**config.mk**
```make
export PLATFORM = sky130hd
export DESIGN_NAME = lsa_entry_update
export DESIGN_NICKNAME = d
export VERILOG_FILES = /design/src/rtl/lsa_pkg.sv /design/src/rtl/lsa_entry_update.sv
export SDC_FILE = /design/constraint.sdc
export NUM_CORES = 1
export LEC_CHECK = 0
export BUFFER_PORTS_ARGS = -buffer_cell sky130_fd_sc_hd__buf_2
export CAP_MARGIN = 20
export CORE_ASPECT_RATIO = 0.75
export CORE_MARGIN = 4
export CORE_UTILIZATION = 40
export DETAILED_ROUTE_END_ITERATION = 12
export GPL_TIMING_DRIVEN = 0
export PLACE_DENSITY = 0.66
export SYNTH_ARGS = -nofsm -noshare
export SYNTH_HDL_FRONTEND = slang
export SYNTH_SLANG_ARGS = --single-unit
```
**constraint.sdc**
```tcl
create_clock -name vclk -period 9.7
set_clock_uncertainty 0.05 [all_clocks]
set_input_delay 0.97 -clock vclk [all_inputs]
set_output_delay 0.97 -clock vclk [all_outputs]
set_load 0.005 [all_outputs]
```
**src/rtl/lsa_pkg.sv**
```systemverilog
// ----------------------------------------------------------------------------
// lsa_pkg: shared definitions for the largest label slice area block
// Operation codes, register indexes, field widths and reset values.
// ----------------------------------------------------------------------------
package lsa_pkg;

  // Default table geometry
  localparam int LABEL_COUNT_DEFAULT = 65536;
  localparam int COUNT_BITS_DEFAULT  = 24;

  // Fixed field widths
  localparam int TAG_BITS       = 32;
  localparam int LABEL_BITS     = 16;
  localparam int AREA_BITS      = 56;
  localparam int PIXEL_BITS     = 32;
  localparam int FEATURE_BITS   = 17;
  localparam int CFG_INDEX_BITS = 8;
  localparam int CFG_DATA_BITS  = 32;

  localparam logic [AREA_BITS-1:0]    AREA_MAX            = {AREA_BITS{1'b1}};
  localparam logic [PIXEL_BITS-1:0]   PIXEL_AREA_RESET    = 32'd65536;
  localparam logic [FEATURE_BITS-1:0] FEATURE_COUNT_RESET = 17'd65536;

  // Register indexes on the configuration port
  localparam logic [CFG_INDEX_BITS-1:0] REG_PIXEL_AREA    = 8'd0;
  localparam logic [CFG_INDEX_BITS-1:0] REG_FEATURE_COUNT = 8'd1;

  // Operation codes
  typedef enum logic [1:0] {
    OP_NEW_VOLUME = 2'd0,
    OP_VOXEL      = 2'd1,
    OP_END_SLICE  = 2'd2,
    OP_READ       = 2'd3
  } op_t;

endpackage

```
**src/rtl/lsa_entry_update.sv**
```systemverilog
// ----------------------------------------------------------------------------
// lsa_entry_update: next value of one label entry
// Restarts stale counts, bumps the slice count with saturation, raises the
// running maximum, and tells whether the stored tag is in the current volume.
// ----------------------------------------------------------------------------
module lsa_entry_update #(
  parameter int COUNT_BITS = lsa_pkg::COUNT_BITS_DEFAULT
) (
  input  logic [lsa_pkg::TAG_BITS-1:0] slice_number,
  input  logic [lsa_pkg::TAG_BITS-1:0] volume_first_slice,
  input  logic [lsa_pkg::TAG_BITS-1:0] entry_tag,
  input  logic [COUNT_BITS-1:0]        entry_count,
  input  logic [COUNT_BITS-1:0]        entry_largest,
  output logic                         in_volume,
  output logic [COUNT_BITS-1:0]        new_count,
  output logic [COUNT_BITS-1:0]        new_largest
);

  localparam logic [COUNT_BITS-1:0] COUNT_MAX = {COUNT_BITS{1'b1}};

  logic [lsa_pkg::TAG_BITS-1:0] tag_offset;
  logic [lsa_pkg::TAG_BITS-1:0] slice_offset;
  logic [COUNT_BITS-1:0]        base_count;
  logic [COUNT_BITS-1:0]        base_largest;

  // Tag lies between the volume's first slice and the current one (mod 2^32)
  assign tag_offset   = entry_tag - volume_first_slice;
  assign slice_offset = slice_number - volume_first_slice;
  assign in_volume    = (tag_offset <= slice_offset);

  // Restart the slice count on a new slice, the maximum on a new volume
  always_comb begin
    base_count   = entry_count;
    base_largest = entry_largest;
    if (entry_tag != slice_number) begin
      base_count = '0;
      if (!in_volume) begin
        base_largest = '0;
      end
    end
    new_count   = (base_count < COUNT_MAX) ? base_count + 1'b1 : base_count;
    new_largest = (new_count > base_largest) ? new_count : base_largest;
  end

endmodule

```
**Word-level counts from Yosys, hierarchy flattened**

Cells that the tools add are included.

- Output and inout port bits: 49
- Word-level logic and storage cells: 12
- Register bits after elaboration: 0
- Input port bits: 144

- Multiplexer cells: 5
- $add $sub $neg: 3
- Order comparisons: 3
- Eq/ne operators: 1

Operators with widths:

| cell | count |
|---|---|
| $mux 24 | 5 |
| $sub 32x32->32 | 2 |
| $le 32x32->1 | 1 |
| $ne 32x32->1 | 1 |
| $add 24x1->24 const B | 1 |
| $gt 24x24->1 | 1 |
| $lt 24x24->1 const B | 1 |

**Logic depth before layout (Yosys ltp)**

Gate-level depths: netlist of the first run.

- Word-level depth: 6
- Gate-level depth with buffers: 35
- Gate-level depth less buffers: 32

**Worst setup path after synthesis of the first run**

No wires, ideal clock.

- Kind: input -> output
- Start point: input port volume_first_slice[6] in the netlist's numbering
- End point: output port new_largest[11]
- Cell stages on the path: 33
- Path buffers: 4
- Data arrival time: 6.880 ns
- Slack: 1.800 ns
- Cell sequence: inv_1 -> ha_1 -> a211oi_1 -> inv_1 -> o311ai_2 -> a211oi_2 -> o21ai_2 -> a2111oi_4 -> nor3b_2 -> o21ai_0 -> xor2_1 -> ha_1 -> a211oi_1 -> a21oi_1 -> o21a_1 -> o21a_1 -> a211o_1 -> nand3_1 -> clkbuf_1 -> clkbuf_1 -> nand2_1 -> ha_1 -> a21o_1 -> a21oi_1 -> o221ai_1 -> a221oi_1 -> o21ai_0 -> a21oi_1 -> a21o_1 -> buf_2 -> and2_1 -> buf_2 -> o2bb2ai_1

- Cells in the longest elaborated chain, start to end: 6
- Elaborated cells between the ends (all ways): 7
- Classes of those cells: add/sub (2); order compare (2); mux (3)

RTL lines:

| item | line | source |
|---|---|---|
| start: declaration | lsa_entry_update.sv:10 | `input logic [lsa_pkg::TAG_BITS-1:0] volume_first_slice,` |
| $sub 32x32->32 (on tied branches) | lsa_entry_update.sv:27, lsa_entry_update.sv:28 |  |
| $le 32x32->1 * | lsa_entry_update.sv:29 | `assign in_volume = (tag_offset <= slice_offset);` |
| $mux 24 * | lsa_entry_update.sv:37 | `if (!in_volume) begin` |
| $mux 24 * | lsa_entry_update.sv:35 | `if (entry_tag != slice_number) begin` |
| $gt 24x24->1 | lsa_entry_update.sv:42 | `new_largest = (new_count > base_largest) ? new_count : base_largest;` |
| $mux 24 * | lsa_entry_update.sv:42 |  |
| end: declaration | lsa_entry_update.sv:16 | `output logic [COUNT_BITS-1:0] new_largest` |

Mark *: on every way between the ends. The rest lies on a longest branch, timed or not.

**Final worst setup path of the first run**

- Start point: input port volume_first_slice[6] in the netlist's numbering
- End point: output port new_largest[20]

Same word-level chain as after synthesis.

==> results.yml, run 1 <==
setup_path:
  cp.arrival_ps: 8140
  cp_max_fo: 10
  slowest_delay_ps: 360
  required_ps: 8680
  path_buf_inv: 8
  critPathSlowestCell: "ha_1"
  cpMostUsedCell: "buf_2"
  path_delay_family: "compound AO/OA/AOI/OAI gates"
  path_class: "primary input to output port"
  endpoint_kind: "output port"
  startpoint_type: "primary input"
global_routing:
  antenna_found_initial: 0
  grt_overflow_total: 0
  grt_pass1_wl_mm: 31.0
  grt_pass1_vias: 6078
  grt_max_degree: 11
  grt_use_total_pct: 22.3
power:
  p_switching_uw: 337
  powerDensity_nw_per_um2: 83.8
  peakVddDrop_mv: 0.0366
  pwr-share-clk_pct: 0
  p_int_uw: 265
  p_seq_share_pct: 0
  p_sw_share_pct: 56.0
  leakage_nw: 3.66
  pwr-share-comb_pct: 100.0
hold_path:
  hp-class: "primary input to output port"
synthesis:
  yosys_warnings: 0
  synthesis.nets: 1096
  syn-cell-area_um2: 5890
  yosys-top-cells-count: "119 x ha_1, 80 x xnor2_1, 71 x nand2_1"
  synth_cell_type_count: 64
  synth_top_area_share_pct: 25.3
  synthCells: 831
  avgSynthCellArea_um2: 7.09
  synth_area_leaders: "ha_1 25%, xnor2_1 12%, a21oi_1 5.6%"
  synth.most_common_cell: "ha_1"
  seq_area_frac_synth_pct: 0
  yosysTopAreaCell: "ha_1"
sta:
  hold-worst-slack_ps: 2180
  period_minus_slack_ps: 9160
  period_share_pct: 94.5
  max_freq_ghz: 0.109
  finalSetupViolCount: 0
  worst_pin_slew_ps: 549
  hold_viol: 0
  grt_setup_unrepaired: "false"
  report.final.slew_viol_count: 0
  setup_slack_ps: 537
  relSlewSlack_pct: 63.4
routing:
  drtIter0Drc: 485
  via_per_inst: 5.52
  vias: 6756
  drt_wl_total_mm: 20.1
  drtAntennaViolNets: 0
  drc: 0
  first_pass_iters: 5
  avgRoutedWirePerCell_um: 16.4
flow_run:
  max_cap_viol_count: 0
floorplan:
  initial_core_util_pct: 40.8
  ioPinCount: 193
  die_area_um2: 16800
  rows: 38
  die_x_um: 148
  die_h_um: 113
  core_area_um2: 14500
place:
  gp_congestion: 0.943
  dp_hpwl_mm: 17.7
  postPlaceCellArea_um2: 7110
  dp_slack_ps: -96.1
  portBuffers: 193
layout:
  seqCellArea_um2: 0
  design.seq.count: 0
  nets: 1292
  antenna_cells: 0
  fillers: 1508
  utilization_pct: 49.6
  final_cell_area_um2: 7170
  multi_input_area_um2: 5610
  nClkBuffers: 0
  drive_gt1_share_pct: 23.1
  areaGrowthSynthToFinish_pct: 21.7
run_status:
  outcome: "finished clean"
cts:
  ctsHoldBuffers: 0
-- cells in the final DEF, fill, tap and decap left out, types with 4 or more instances in the layout --
cell	Yosys	final
o2bb2ai_1	12	12
nor2_1	59	59
xor2_1	29	29
nand3_1	37	37
o31ai_1	5	5
nor3_1	9	9
xnor2_1	80	80
nand4_1	28	28
buf_2	2	195
and3_1	13	13
o21a_1	15	15
nand2b_1	11	11
nor2b_1	8	8
a211oi_1	6	6
nand2_1	71	71
clkbuf_1	12	10
o21bai_1	7	7
a31oi_1	6	6
mux2_2	7	7
a21oi_1	66	65
and2_1	11	11
ha_1	119	119
o211ai_1	10	10
o21ai_0	38	38
a21o_1	38	38
or2_2	4	4
inv_1	68	68
-- timing repair --
action	CTS	global route
buffers inserted	0	1
endpoints found under the setup margin	16	24
pin swaps	0	2
gates resized for setup	2	12
-- kinds of logic after synthesis --
logic type	after synthesis	share of synthesized area [%]
mux	8	1.51
xor+xnor	109	16.2
compound gates	241	28.5
buf+inv	85	5.58
fa+ha+maj	121	25.9
simple gates	267	22.3
-- power by group through the flow --
stage / sequential, mW / clock, mW / combinational, mW
6_report: 0 / 0 / 0.601
5_1_grt: 0 / 0 / 0.672
4_1_cts: 0 / 0 / 0.586
3_5_place_dp: 0 / 0 / 0.579
3_3_place_gp: 0 / 0 / 0.578
2_1_floorplan: 0 / 0 / 0.403
-- layout make-up --
class                           instances  area share [%]
Buffer                                 16            1.10
Inverter                               69            3.61
Multi-Input combinational cell        746            78.2
Tap cell                              200            3.49
Timing Repair Buffer                  194            13.6
-- per-stage QoR --
stage	cells	total power, mW	setup TNS [ps]
final	1225	0.601	0
after floorplan	831	0.403	0
after detailed placement	1224	0.579	-394
after global routing	1225	0.672	0
after CTS	1224	0.586	0
after global placement	1224	0.578	0
-- routing by layer --
metal  share of wire, %  vias to the layer above  global-route usage [%]  routed length, µm
li1                   -                     3422                       -                  -
met1                 51                     3058                    36.2              10200
met2                 40                      258                    32.9               8040
met3                8.2                       18                    1.68               1660
met4                1.2                        0                    1.97                242
met5                  0                        -                       0                  0
-- path summary, 6_finish.rpt --
| path | from | endpoint | slack [ps] | cells after the start |
|---|---|---|---|---|
| min | entry_largest[18] | new_largest[18] | 2180 | 3 |
| max | volume_first_slice[6] | new_largest[20] | 540 | 35 |
Power figures use the tool's default switching activity.
==> run 2, diff against run 1 <==
Settings changed: ABC_AREA set to 1, PLACE_DENSITY 0.66 to not set.
==> run 2 against run 1 <==
Compared with the run above:
- non-clock buffer count grew 4
- maximum frequency grew 0.68%
- power grew 3.4%
- sequential share of layout area is the same
- critical path depth grew 2
- synthesized cell count grew 61%
- die area grew 24%
- worst hold slack gained 15 ps
- highest routed layer unchanged
==> results.yml, run 2 <==
global_routing:
  top_usage_layer: "met1"
  met2_usage_pct: 36.0
  grt_use_total_pct: 26.7
  grt_max_degree: 11
  grt_pass1_vias: 8122
  grtUsageMet3_pct: 4.25
  antenna_found_initial: 0
  met1_usage_pct: 45.4
  grt_pass1_wl_mm: 44.2
  grt_overflow_total: 0
routing:
  avgRoutedWirePerCell_um: 16.4
  first_pass_iters: 5
  drtAntennaViolNets: 0
  vias: 9195
  via_per_inst: 5.20
  drtIter0Drc: 918
  drt_wl_total_mm: 29.1
  drc: 0
layout:
  layout_commonest_cell: "nand2_1"
  nets: 1794
  nClkBuffers: 0
  fillers: 2018
  antenna_cells: 0
  design.seq.count: 0
  final_cell_area_um2: 8670
  drive_gt1_share_pct: 16.2
  seqCellArea_um2: 0
  areaGrowthSynthToFinish_pct: 17.5
  layout_common_cells: "332 x nand2_1, 225 x inv_1, 199 x buf_2, 132 x nor2_1, 120 x a21oi_1"
  fin_cells: 1769
sta:
  report.final.slew_viol_count: 0
  hold-worst-slack_ps: 2190
  hold_viol: 0
  period_minus_slack_ps: 9100
  finalSetupViolCount: 0
  setup_tns_ps: 0
  period_share_pct: 93.8
  max_freq_ghz: 0.110
  grt_setup_unrepaired: "false"
  worst_pin_slew_ps: 703
  relSlewSlack_pct: 51.9
run_status:
  outcome: "finished clean"
floorplan:
  core_area_um2: 17900
  die_x_um: 165
  rows: 42
  initial_core_util_pct: 41.3
  die_h_um: 126
  die_area_um2: 20700
  ioPinCount: 193
place:
  gp_congestion: 0.985
  place_inst: 1769
  dp_hpwl_mm: 26.4
  postPlaceCellArea_um2: 8650
  portBuffers: 193
setup_path:
  cp_max_fo: 10
  cp.arrival_ps: 8080
  path_class: "primary input to output port"
  startpoint_type: "primary input"
  required_ps: 8680
  slowest_delay_ps: 420
  critPathSlowestCell: "o21ai_2"
  cpMostUsedCell: "nand2_1"
  endpoint_kind: "output port"
  worstSetupStartpoint: "entry_tag[0]"
synthesis:
  synth.most_common_cell: "nand2_1"
  seq_area_frac_synth_pct: 0
  yosys-top-cells-count: "332 x nand2_1, 225 x inv_1, 133 x nor2_1"
  avgSynthCellArea_um2: 5.53
  syn-cell-area_um2: 7380
  synth_area_leaders: "ha_1 20%, nand2_1 17%, inv_1 11%"
  synthesis.nets: 1599
  synth_top_area_share_pct: 20.2
  synth_cell_type_count: 38
  yosysTopAreaCell: "ha_1"
  synthCells: 1334
  yosys_warnings: 0
power:
  leakage_nw: 4.89
  peakVddDrop_mv: 0.0510
  powerDensity_nw_per_um2: 71.7
hold_path:
  hp-start: "entry_largest[13]"
  hp-class: "primary input to output port"
flow_run:
  max_cap_viol_count: 0
cts:
  ctsHoldBuffers: 0
[run 2: changes by cell type after synthesis, sizes merged, moves of 13 or more]
cell,previous run,this run
inv,68,230
xor2,29,54
nor2,59,149
a21oi,68,120
and3,13,0
nor3,9,24
nand3,37,100
nand2,71,333
xnor2,80,46
a21o,40,2
[run 2: worst max-delay path, delay by kind of cell]
kind	cells	cell delay (ps)
AOI/OAI and AO/OA	9	2110
buffers and inverters	9	1470
and+or+nand+nor	15	2320
adders and majority gates	4	1190
[run 2: power by group]
part / switching (mW) / leakage, nW / internal, mW / total (mW)
combinational: 0.385 / 4.89 / 0.236 / 0.622
sequential: 0 / 0 / 0 / 0
clock: 0 / 0 / 0 / 0
total: 0.385 / 4.89 / 0.236 / 0.622
[run 2: repair_timing]
item	4_1_cts	5_1_grt
resized for setup	3	13
setup endpoints to repair	20	24
pin swaps	0	0
setup buffers	0	0
[run 2: routing by layer]
metal,vias up,routed length [µm]
met5,-,0
met4,0,93
met3,8,3440
met2,387,10800
met1,4048,14800
li1,4752,-
[run 2: final timing paths]
| check | endpoint | slack (ps) | cells after the start |
|---|---|---|---|
| max | new_largest[3] | 600 | 37 |
| min | new_largest[13] | 2190 | 4 |
[run 2: area by class of cell]
type | count | area [µm²] | area share [%]
Timing Repair Buffer | 193 | 966 | 11.1
Inverter | 230 | 863 | 9.96
Multi-Input combinational cell | 1083 | 6390 | 73.7
Buffer | 21 | 144 | 1.66
Tap cell | 242 | 303 | 3.49
[run 2: cell families (layout without fill, tap and decap cells)]
family	after synthesis	count (layout)	synth area share, %
AND/OR/NAND/NOR	650	650	38.1
buffers and inverters	251	444	13.6
AO/OA/AOI/OAI	212	212	15.7
adder cells (fa/ha/maj)	121	121	20.7
XOR/XNOR	100	100	11.9
[run 2: stage by stage]
| step | worst slack, ps | util [%] | total power, mW |
|---|---|---|---|
| finish | 599 | 48.5 | 0.622 |
| CTS | 38.2 | 48.4 | 0.611 |
| floorplan | 2430 | - | 0.400 |
| global route | 77.6 | 48.5 | 0.702 |
| global placement | -110 | 48.4 | 0.602 |
| detailed placement | -116 | 48.4 | 0.606 |
